--- config.mk ---
export PLATFORM = sky130hd
export DESIGN_NAME = midi_file_event_parser
export DESIGN_NICKNAME = d
export VERILOG_FILES = /design/src/hdl/mfp_pkg.sv /design/src/hdl/mfp_parse.sv /design/src/hdl/mfp_outbuf.sv /design/src/hdl/midi_file_event_parser.sv
export SDC_FILE = /design/constraint.sdc
export NUM_CORES = 2
export LEC_CHECK = 0
export BUFFER_PORTS_ARGS = -buffer_cell sky130_fd_sc_hd__buf_2
export CORE_MARGIN = 3
export CORE_UTILIZATION = 50
export DETAILED_ROUTE_END_ITERATION = 12
export PLACE_DENSITY = 0.67
export SETUP_SLACK_MARGIN = 0.2
export SLEW_MARGIN = 10
export SYNTH_ARGS = -nofsm -noshare
export SYNTH_HDL_FRONTEND = slang
export SYNTH_SLANG_ARGS = --single-unit
--- constraint.sdc ---
create_clock -name clk -period 18.3 [get_ports clk]
set_clock_uncertainty 0.15 [all_clocks]
set_input_delay 0.915 -clock clk [delete_from_list [all_inputs] [get_ports clk]]
set_output_delay 0.915 -clock clk [all_outputs]
set_load 0.02 [all_outputs]
--- src/hdl/mfp_pkg.sv ---
// Shared types and constants for the MIDI file event parser.
`timescale 1ns / 1ps
package mfp_pkg;

  typedef enum logic [4:0] {
    PH_HID, PH_HLEN, PH_HFMT, PH_HNTRK, PH_HDIV, PH_TID, PH_TLEN, PH_DELTA,
    PH_STATUS, PH_DATA1, PH_DATA2, PH_MTYPE, PH_SKIPLEN, PH_SKIP, PH_ENDPEND,
    PH_DONE
  } phase_t;

  localparam logic [3:0] K_HEADER  = 4'd0;
  localparam logic [3:0] K_NOTEOFF = 4'd1;
  localparam logic [3:0] K_NOTEON  = 4'd2;
  localparam logic [3:0] K_END     = 4'd8;
  localparam logic [3:0] K_ERROR   = 4'd9;

  localparam logic [2:0] E_NONE    = 3'd0;
  localparam logic [2:0] E_MTHD    = 3'd1;
  localparam logic [2:0] E_HLEN    = 3'd2;
  localparam logic [2:0] E_MTRK    = 3'd3;
  localparam logic [2:0] E_STATUS  = 3'd4;

  localparam logic [7:0] ST_SYSEX  = 8'hF0;
  localparam logic [7:0] ST_ESCAPE = 8'hF7;
  localparam logic [7:0] ST_META   = 8'hFF;

  typedef struct packed {
    logic [3:0]  kind;
    logic [3:0]  chan;
    logic [6:0]  d1;
    logic [6:0]  d2;
    logic [31:0] tick;
    logic [15:0] trk;
    logic [15:0] fmt;
    logic [15:0] ntrk;
    logic [15:0] div;
    logic [2:0]  code;
  } result_t;

  // Chunk id characters, indexed by byte position
  function automatic logic [7:0] head_id(input logic [1:0] i);
    case (i)
      2'd0:    head_id = 8'h4D;
      2'd1:    head_id = 8'h54;
      2'd2:    head_id = 8'h68;
      default: head_id = 8'h64;
    endcase
  endfunction

  function automatic logic [7:0] trk_id(input logic [1:0] i);
    case (i)
      2'd0:    trk_id = 8'h4D;
      2'd1:    trk_id = 8'h54;
      2'd2:    trk_id = 8'h72;
      default: trk_id = 8'h6B;
    endcase
  endfunction

  function automatic logic one_param(input logic [7:0] st);
    one_param = (st[7:5] == 3'b110);
  endfunction

endpackage

--- src/hdl/mfp_parse.sv ---
// Parser state and per-byte next-state logic.
`timescale 1ns / 1ps
module mfp_parse import mfp_pkg::*; #(
  parameter int TICK_WIDTH = 32
) (
  input  logic       clk,
  input  logic       rst,
  input  logic       accept,
  input  logic [7:0] file_byte,
  input  logic       file_start,
  output logic       res_valid,
  output result_t    res
);

  localparam int SW = TICK_WIDTH + 33;

  phase_t                  phase, phase_next;
  logic [2:0]              fbc, fbc_next;
  logic [31:0]             shift, shift_next;
  logic [15:0]             hfmt, hfmt_next, hntrk, hntrk_next, hdiv, hdiv_next;
  logic [15:0]             track, track_next;
  logic [31:0]             chunk, chunk_next;
  logic [TICK_WIDTH-1:0]   ttime, ttime_next;
  logic [7:0]              rstat, rstat_next;
  logic [6:0]              held, held_next;
  logic [31:0]             skip, skip_next;

  function automatic logic [31:0] tick32(input logic [TICK_WIDTH-1:0] t);
    logic [TICK_WIDTH+31:0] ext;
    ext = {32'b0, t};
    tick32 = ext[31:0];
  endfunction

  logic [SW-1:0] tsum;
  logic          failed, emitted;
  logic [2:0]    fcode;
  logic [7:0]    st;
  logic [6:0]    dd2;

  // Work one byte from the state as it stands, or from reset on a new file
  always_comb begin
    phase_next = file_start ? PH_HID : phase;
    fbc_next   = file_start ? '0 : fbc;
    shift_next = file_start ? '0 : shift;
    hfmt_next  = file_start ? '0 : hfmt;
    hntrk_next = file_start ? '0 : hntrk;
    hdiv_next  = file_start ? '0 : hdiv;
    track_next = file_start ? '0 : track;
    chunk_next = file_start ? '0 : chunk;
    ttime_next = file_start ? '0 : ttime;
    rstat_next = file_start ? '0 : rstat;
    held_next  = file_start ? '0 : held;
    skip_next  = file_start ? '0 : skip;
    res        = '0;
    res_valid  = 1'b0;
    failed     = 1'b0;
    emitted    = 1'b0;
    fcode      = E_NONE;
    tsum       = '0;
    st         = '0;
    dd2        = '0;

    unique case (phase_next)
      PH_DONE: ;
      PH_HID, PH_TID: begin
        if (file_byte != ((phase_next == PH_HID) ? head_id(fbc_next[1:0])
                                                 : trk_id(fbc_next[1:0]))) begin
          failed = 1'b1;
          fcode  = (phase_next == PH_HID) ? E_MTHD : E_MTRK;
        end else begin
          fbc_next = fbc_next + 3'd1;
          if (fbc_next == 3'd4) begin
            fbc_next   = '0;
            shift_next = '0;
            phase_next = (phase_next == PH_HID) ? PH_HLEN : PH_TLEN;
          end
        end
      end
      PH_HLEN, PH_TLEN: begin
        shift_next = {shift_next[23:0], file_byte};
        fbc_next   = fbc_next + 3'd1;
        if (fbc_next == 3'd4) begin
          fbc_next = '0;
          if (phase_next == PH_HLEN) begin
            if (shift_next != 32'd6) begin
              failed = 1'b1;
              fcode  = E_HLEN;
            end else begin
              shift_next = '0;
              phase_next = PH_HFMT;
            end
          end else begin
            chunk_next = shift_next;
            shift_next = '0;
            ttime_next = '0;
            rstat_next = '0;
            phase_next = PH_DELTA;
            if (chunk_next == '0) begin
              track_next = track_next + 16'd1;
              if (track_next == hntrk_next) begin
                phase_next = PH_DONE;
                res_valid  = 1'b1;
                res.kind   = K_END;
                res.tick   = tick32(ttime_next);
                res.trk    = track_next;
              end else begin
                phase_next = PH_TID;
              end
            end
          end
        end
      end
      PH_HFMT, PH_HNTRK, PH_HDIV: begin
        shift_next = {shift_next[23:0], file_byte};
        fbc_next   = fbc_next + 3'd1;
        if (fbc_next == 3'd2) begin
          fbc_next = '0;
          if (phase_next == PH_HFMT) begin
            hfmt_next  = shift_next[15:0];
            phase_next = PH_HNTRK;
          end else if (phase_next == PH_HNTRK) begin
            hntrk_next = shift_next[15:0];
            phase_next = PH_HDIV;
          end else begin
            hdiv_next  = shift_next[15:0];
            phase_next = (hntrk_next == '0) ? PH_ENDPEND : PH_TID;
            res_valid  = 1'b1;
            res.kind   = K_HEADER;
          end
          shift_next = '0;
        end
      end
      PH_ENDPEND: begin
        phase_next = PH_DONE;
        res_valid  = 1'b1;
        res.kind   = K_END;
        res.tick   = tick32(ttime_next);
        res.trk    = track_next;
      end
      default: begin
        // Track body byte
        case (phase_next)
          PH_DELTA, PH_SKIPLEN: begin
            shift_next = {shift_next[24:0], file_byte[6:0]};
            fbc_next   = fbc_next + 3'd1;
            if (file_byte[7]) begin
              if (fbc_next >= 3'd4) begin
                failed = 1'b1;
                fcode  = E_STATUS;
              end
            end else if (phase_next == PH_DELTA) begin
              tsum = {33'b0, ttime_next} + {{(TICK_WIDTH + 1){1'b0}}, shift_next};
              ttime_next = (|tsum[SW-1:TICK_WIDTH]) ? '1 : tsum[TICK_WIDTH-1:0];
              fbc_next   = '0;
              shift_next = '0;
              phase_next = PH_STATUS;
            end else begin
              skip_next  = shift_next;
              fbc_next   = '0;
              shift_next = '0;
              phase_next = (skip_next == '0) ? PH_DELTA : PH_SKIP;
            end
          end
          PH_STATUS, PH_DATA1, PH_DATA2: begin
            if (phase_next == PH_STATUS && file_byte[7]) begin
              if (file_byte < ST_SYSEX) begin
                rstat_next = file_byte;
                phase_next = PH_DATA1;
              end else if (file_byte == ST_SYSEX || file_byte == ST_ESCAPE) begin
                rstat_next = '0;
                phase_next = PH_SKIPLEN;
              end else if (file_byte == ST_META) begin
                rstat_next = '0;
                phase_next = PH_MTYPE;
              end else begin
                failed = 1'b1;
                fcode  = E_STATUS;
              end
            end else if (file_byte[7] || (phase_next == PH_STATUS && rstat_next == '0)) begin
              failed = 1'b1;
              fcode  = E_STATUS;
            end else if (phase_next == PH_DATA2 || one_param(rstat_next)) begin
              // Complete channel event
              st       = rstat_next;
              res.d1   = (phase_next == PH_DATA2) ? held_next : file_byte[6:0];
              dd2      = (phase_next == PH_DATA2) ? file_byte[6:0] : 7'd0;
              res.kind = {1'b0, st[6:4]} + 4'd1;
              if (res.kind == K_NOTEON && dd2 == '0) begin
                res.kind = K_NOTEOFF;
                dd2      = 7'h40;
              end
              res.d2     = dd2;
              res.chan   = st[3:0];
              res.tick   = tick32(ttime_next);
              res.trk    = track_next;
              res_valid  = 1'b1;
              emitted    = 1'b1;
              phase_next = PH_DELTA;
              fbc_next   = '0;
              shift_next = '0;
            end else begin
              held_next  = file_byte[6:0];
              phase_next = PH_DATA2;
            end
          end
          PH_MTYPE: begin
            fbc_next   = '0;
            shift_next = '0;
            phase_next = PH_SKIPLEN;
          end
          default: begin
            skip_next = skip_next - 32'd1;
            if (skip_next == '0) phase_next = PH_DELTA;
          end
        endcase

        // Count down the chunk and close the track at its end
        if (!failed) begin
          chunk_next = chunk_next - 32'd1;
          if (chunk_next == '0) begin
            if (phase_next != PH_DELTA || fbc_next != '0) begin
              failed = 1'b1;
              fcode  = E_STATUS;
            end else begin
              track_next = track_next + 16'd1;
              fbc_next   = '0;
              shift_next = '0;
              if (track_next == hntrk_next) begin
                if (emitted) begin
                  phase_next = PH_ENDPEND;
                end else begin
                  phase_next = PH_DONE;
                  res_valid  = 1'b1;
                  res.kind   = K_END;
                  res.tick   = tick32(ttime_next);
                  res.trk    = track_next;
                end
              end else begin
                phase_next = PH_TID;
              end
            end
          end
        end
      end
    endcase

    // Error result replaces anything else from this byte
    if (failed) begin
      phase_next = PH_DONE;
      res        = '0;
      res_valid  = 1'b1;
      res.kind   = K_ERROR;
      res.code   = fcode;
      res.tick   = tick32(ttime_next);
      res.trk    = track_next;
    end
    res.fmt  = hfmt_next;
    res.ntrk = hntrk_next;
    res.div  = hdiv_next;
  end

  // Control state
  always_ff @(posedge clk) begin
    if (rst) begin
      phase <= PH_HID;
      fbc   <= '0;
      rstat <= '0;
    end else if (accept) begin
      phase <= phase_next;
      fbc   <= fbc_next;
      rstat <= rstat_next;
    end
  end

  // Datapath state
  always_ff @(posedge clk) begin
    if (rst) begin
      shift <= '0;
      hfmt  <= '0;
      hntrk <= '0;
      hdiv  <= '0;
      track <= '0;
      chunk <= '0;
      ttime <= '0;
      held  <= '0;
      skip  <= '0;
    end else if (accept) begin
      shift <= shift_next;
      hfmt  <= hfmt_next;
      hntrk <= hntrk_next;
      hdiv  <= hdiv_next;
      track <= track_next;
      chunk <= chunk_next;
      ttime <= ttime_next;
      held  <= held_next;
      skip  <= skip_next;
    end
  end

endmodule

--- src/hdl/mfp_outbuf.sv ---
// Result register with a skid stage behind it.
`timescale 1ns / 1ps
module mfp_outbuf import mfp_pkg::*; (
  input  logic    clk,
  input  logic    rst,
  input  logic    push,
  input  result_t din,
  output logic    full,
  output logic    dout_valid,
  input  logic    dout_stall,
  output result_t dout
);

  logic    sk_valid;
  result_t sk;
  logic    taken;

  assign taken = dout_valid && !dout_stall;
  assign full  = sk_valid;

  // Valid flags
  always_ff @(posedge clk) begin
    if (rst) begin
      dout_valid <= 1'b0;
      sk_valid   <= 1'b0;
    end else begin
      if (push) begin
        dout_valid <= 1'b1;
        sk_valid   <= dout_valid && (!taken || sk_valid);
      end else if (taken) begin
        dout_valid <= sk_valid;
        sk_valid   <= 1'b0;
      end
    end
  end

  // Payload moves
  always_ff @(posedge clk) begin
    if (!dout_valid || (taken && !sk_valid)) begin
      if (push) dout <= din;
    end else if (taken) begin
      dout <= sk;
    end
    if (push && dout_valid && (!taken || sk_valid)) sk <= din;
  end

endmodule

--- src/hdl/midi_file_event_parser.sv ---
// Top level of the MIDI file event parser.
// Each result is registered in the output buffer before it reaches the outputs.
// Throughput: one byte per cycle when not stalled; parsing is one pass of logic.
// A two-entry result buffer lets bytes flow while one result waits downstream.
// Reset (rst, synchronous) and file_start both return the parser to header search.
`timescale 1ns / 1ps
module midi_file_event_parser import mfp_pkg::*; #(
  parameter int TICK_WIDTH = 32
) (
  input  logic        clk,
  input  logic        rst,
  input  logic        in_valid,
  output logic        in_stall,
  input  logic [7:0]  file_byte,
  input  logic        file_start,
  output logic        out_valid,
  input  logic        out_stall,
  output logic [3:0]  event_kind,
  output logic [3:0]  channel,
  output logic [6:0]  first_data,
  output logic [6:0]  second_data,
  output logic [31:0] tick_time,
  output logic [15:0] track_number,
  output logic [15:0] file_format,
  output logic [15:0] track_count,
  output logic [15:0] ticks_per_quarter,
  output logic [2:0]  error_code
);

  logic    accept, res_valid, full;
  result_t res, q;

  assign in_stall = full;
  assign accept   = in_valid && !full;

  mfp_parse #(.TICK_WIDTH(TICK_WIDTH)) u_parse (
    .clk, .rst, .accept, .file_byte, .file_start, .res_valid, .res
  );

  mfp_outbuf u_outbuf (
    .clk, .rst, .push(accept && res_valid), .din(res), .full,
    .dout_valid(out_valid), .dout_stall(out_stall), .dout(q)
  );

  // Unpack the held transaction
  assign event_kind        = q.kind;
  assign channel           = q.chan;
  assign first_data        = q.d1;
  assign second_data       = q.d2;
  assign tick_time         = q.tick;
  assign track_number      = q.trk;
  assign file_format       = q.fmt;
  assign track_count       = q.ntrk;
  assign ticks_per_quarter = q.div;
  assign error_code        = q.code;

endmodule

==> flow_summary.toml <==
[global_routing]
grt_max_degree = 87
grt_usage_pct = 34.6
grt_overflow_total = 0
first_global_vias = 25200
antenna_found_initial = 3
grt_pass1_wl_um = 155000

[clock_tree]
cts_buffers = 50
cts_sinks = 452
holdBufCountCts = 0
post_cts_resize_count = 0
post_cts_buffers = 0
clk_path_buf_depth = 3
clock_latency_ps = 620
cts_root_buf = "clkbuf_16"
path_clk_slew_ps = 70
cts_tree = "built"
cts_max_level = 2

[power_and_ir_drop]
switchingPower_mw = 1.03
power_frac_seq_pct = 40.4
leakagePower_nw = 11.4
irDropWorstVdd_mv = 0.0750
power.share.clock_pct = 34.9
internal_power_mw = 1.97
switching_share_pct = 34.4
comb_power_share_pct = 24.7
power_density_nw_per_um2 = 98.8

[timing]
rsz0062_at_grt = "no"
final.setup.tns_ps = 0
setup_viol = 0
tightest_slew_ps = 1340
slew-limit-headroom_pct = 9.22
finalHoldViolCount = 0
fin_crit_ps = 7810
slew_viol_final = 0
min_period_over_period_pct = 42.7
max_freq_mhz = 128
worst_slack_ps = 10490

[floorplan]
ios = 136
initial_core_util_pct = 50.9
die_height_um = 241
die_w_um = 241
core_area_um2 = 54100
fp.dieArea_um2 = 58000
rows = 85

[final_layout]
final_nets = 3406
final-seq-area_um2 = 11500
multiInputGateArea_um2 = 14900
nFillCells = 4941
syn2layout_area_growth_pct = 10.1
layout-drive-gt1-share_pct = 11.1

[synth]
synthFlopType = "edfxtp_1"
synth_top_family_by_area = "compound AO/OA/AOI/OAI gates"
synth.distinct_cells = 92
synth-simple-area-share_pct = 22.6
ys.warnings.count = 0
synth_nets = 3426
ys_async_sr_fraction_pct = 0
syn_inst = 3366
seq_area_frac_synth_pct = 41.6
synth_seq_cells = 452
synth_edf_count = 242
syn_avg_cell_area_um2 = 8.19
synth-compound-area-share_pct = 24.6
syn_area_um2 = 27600
synth_mux_area_share_pct = 1.72
synth_xor_area_share_pct = 2.48
synth_fa_ha_area_share_pct = 2.16

[worst_setup_path]
crit_required_ps = 18390
cp-startpoint = "file_start"
r2r_start = "u_parse.phase[3]$_SDFFE_PP0P_"
worstPathArrival_ps = 7900
endpoint_kind = "flip-flop"
start_kind = "input port"
path_max_fanout = 66
worstSetupPathType = "in2reg"

[min_path]
min_from = "u_parse.ttime[12]$_SDFFE_PP0P_"
hp-class = "reg2reg"

[placement]
hpwl_um = 70000
globalplace.congestion = 0.991
dp_slack_ps = 10010
place.port_buffers = 135

[detailed_routing]
wl_per_cell_um = 25.2
wl_um = 103000
vias = 27300
firstDrtPassIters = 8
antenna_left = 0
drc = 0
drt_iter0_drc = 3085
viasPerCell = 6.69

[run_status]
status = "completed"

[run]
maxCapViolations = 0
## layout make-up
cell class              count  area share (%)
inverters                  90            1.12
clock inverters            33            1.22
multi-input cells        2567            49.1
clock buffers              61            4.36
repair buffers            185            3.48
diodes                      1         0.00825
flip-flops and latches    452            37.8
well taps                 696            2.87
## critical path: stages
cell,delay [ps]
buf_4,250
clkinv_2,530
buf_4,540
nand2_1,210
ha_1,610
clkinv_1,470
nor4b_1,370
a21oi_1,70
a2111oi_0,390
o211ai_1,200
nor4_4,700
a21oi_2,230
o41ai_1,440
buf_4,220
nor3_1,140
nor3_2,290
buf_4,400
buf_4,740
## Yosys cell counts, types with 23 or more instances
library cell	n	area, um2
a211oi_1	49	368
a21oi_1	349	1750
a221oi_1	33	289
a22oi_1	63	473
a31oi_1	48	300
and3_1	50	313
buf_1	24	90.1
clkbuf_1	223	837
dfxtp_1	210	4200
edfxtp_1	242	7270
ha_1	46	576
inv_1	88	330
mux2_2	34	383
nand2_1	478	1790
nand2b_1	35	219
nand3_1	63	315
nand4_1	27	169
nor2_1	365	1370
nor2b_1	67	419
nor3_1	70	350
nor4_1	43	269
o211ai_1	27	203
o21ai_0	208	1040
o221ai_1	27	236
o22ai_1	61	382
or3_1	23	144
xnor2_1	57	499
## final timing paths
kind	endpoint	slack (ps)	depth (start not counted)
worst min-delay path	u_parse.ttime[12]$_SDFFE_PP0P_	300	2
worst max-delay path	u_outbuf.sk[39]$_DFFE_PP_	10490	18
worst min register to register	u_parse.ttime[12]$_SDFFE_PP0P_	300	2
worst max register to register	u_outbuf.sk[39]$_DFFE_PP_	10960	14
## per-layer routing
metal | GRT usage (%) | share of wire (%) | vias up
met5 | 0 | 0.013 | -
met4 | 15.0 | 4.5 | 2
met3 | 5.83 | 9.0 | 269
met2 | 53.2 | 44 | 1481
met1 | 48.3 | 42 | 13200
li1 | - | - | 12400
## state kept, by name (all words and copies together), names as in the netlist
signal and cells:
u_outbuf.dout 121, u_outbuf.sk 121, u_parse.chunk 32, u_parse.skip 32
u_parse.ttime 32, u_parse.shift 25, u_parse.hdiv 16, u_parse.hfmt 16
u_parse.hntrk 16, u_parse.track 16, u_parse.rstat 8, u_parse.held 7
u_parse.phase 5, u_parse.fbc 3, u_outbuf.dout_valid 1, u_outbuf.full 1
## kinds of logic (layout without fill, tap and decap cells)
group                      count (synthesis)  after routing
AOI/OAI and AO/OA                       1071           1071
xor gates and xnor gates                  78             78
adders and majority gates                 47             47
buffers and inverters                    347            369
DFF                                      452            452
muxes                                     43             43
other                                      0              1
and+or+nand+nor                         1328           1328
## power by group through the flow
stage                     logic [mW]  clock network, mW  registers [mW]
after floorplan                0.469                  0            1.26
after global placement         0.718                  0            1.23
after detailed placement       0.723                  0            1.23
after CTS                      0.726               1.06            1.21
after global routing           0.800               1.10            1.22
final                          0.740               1.05            1.21
## placed cells by master (no fill, tap or decap), drive strengths merged, types with 46 or more instances in the layout
cell type,instances
nor2,365
clkbuf,61
edfxtp,242
nor3,75
nand2,478
a31oi,48
a211oi,51
xnor2,57
and3,50
inv,93
nor2b,67
nor4,46
dfxtp,210
ha,46
o21ai,225
a22oi,63
o22ai,61
a21oi,350
nand3,63
buf,185
## through the flow
step           area [um2]  power, mW  util [%]  instances  hold WS (ps)
2_1_floorplan       27600       1.73         -       3366           277
3_3_place_gp        28600       1.95      52.9       3990           283
3_5_place_dp        28600       1.95      52.9       3990           292
4_1_cts             30300       2.99      56.0       4084           299
5_1_grt             30300       3.12      56.1       4085           318
6_report            30300       3.00      56.1       4085           299
(Power assumes the default switching activity.)
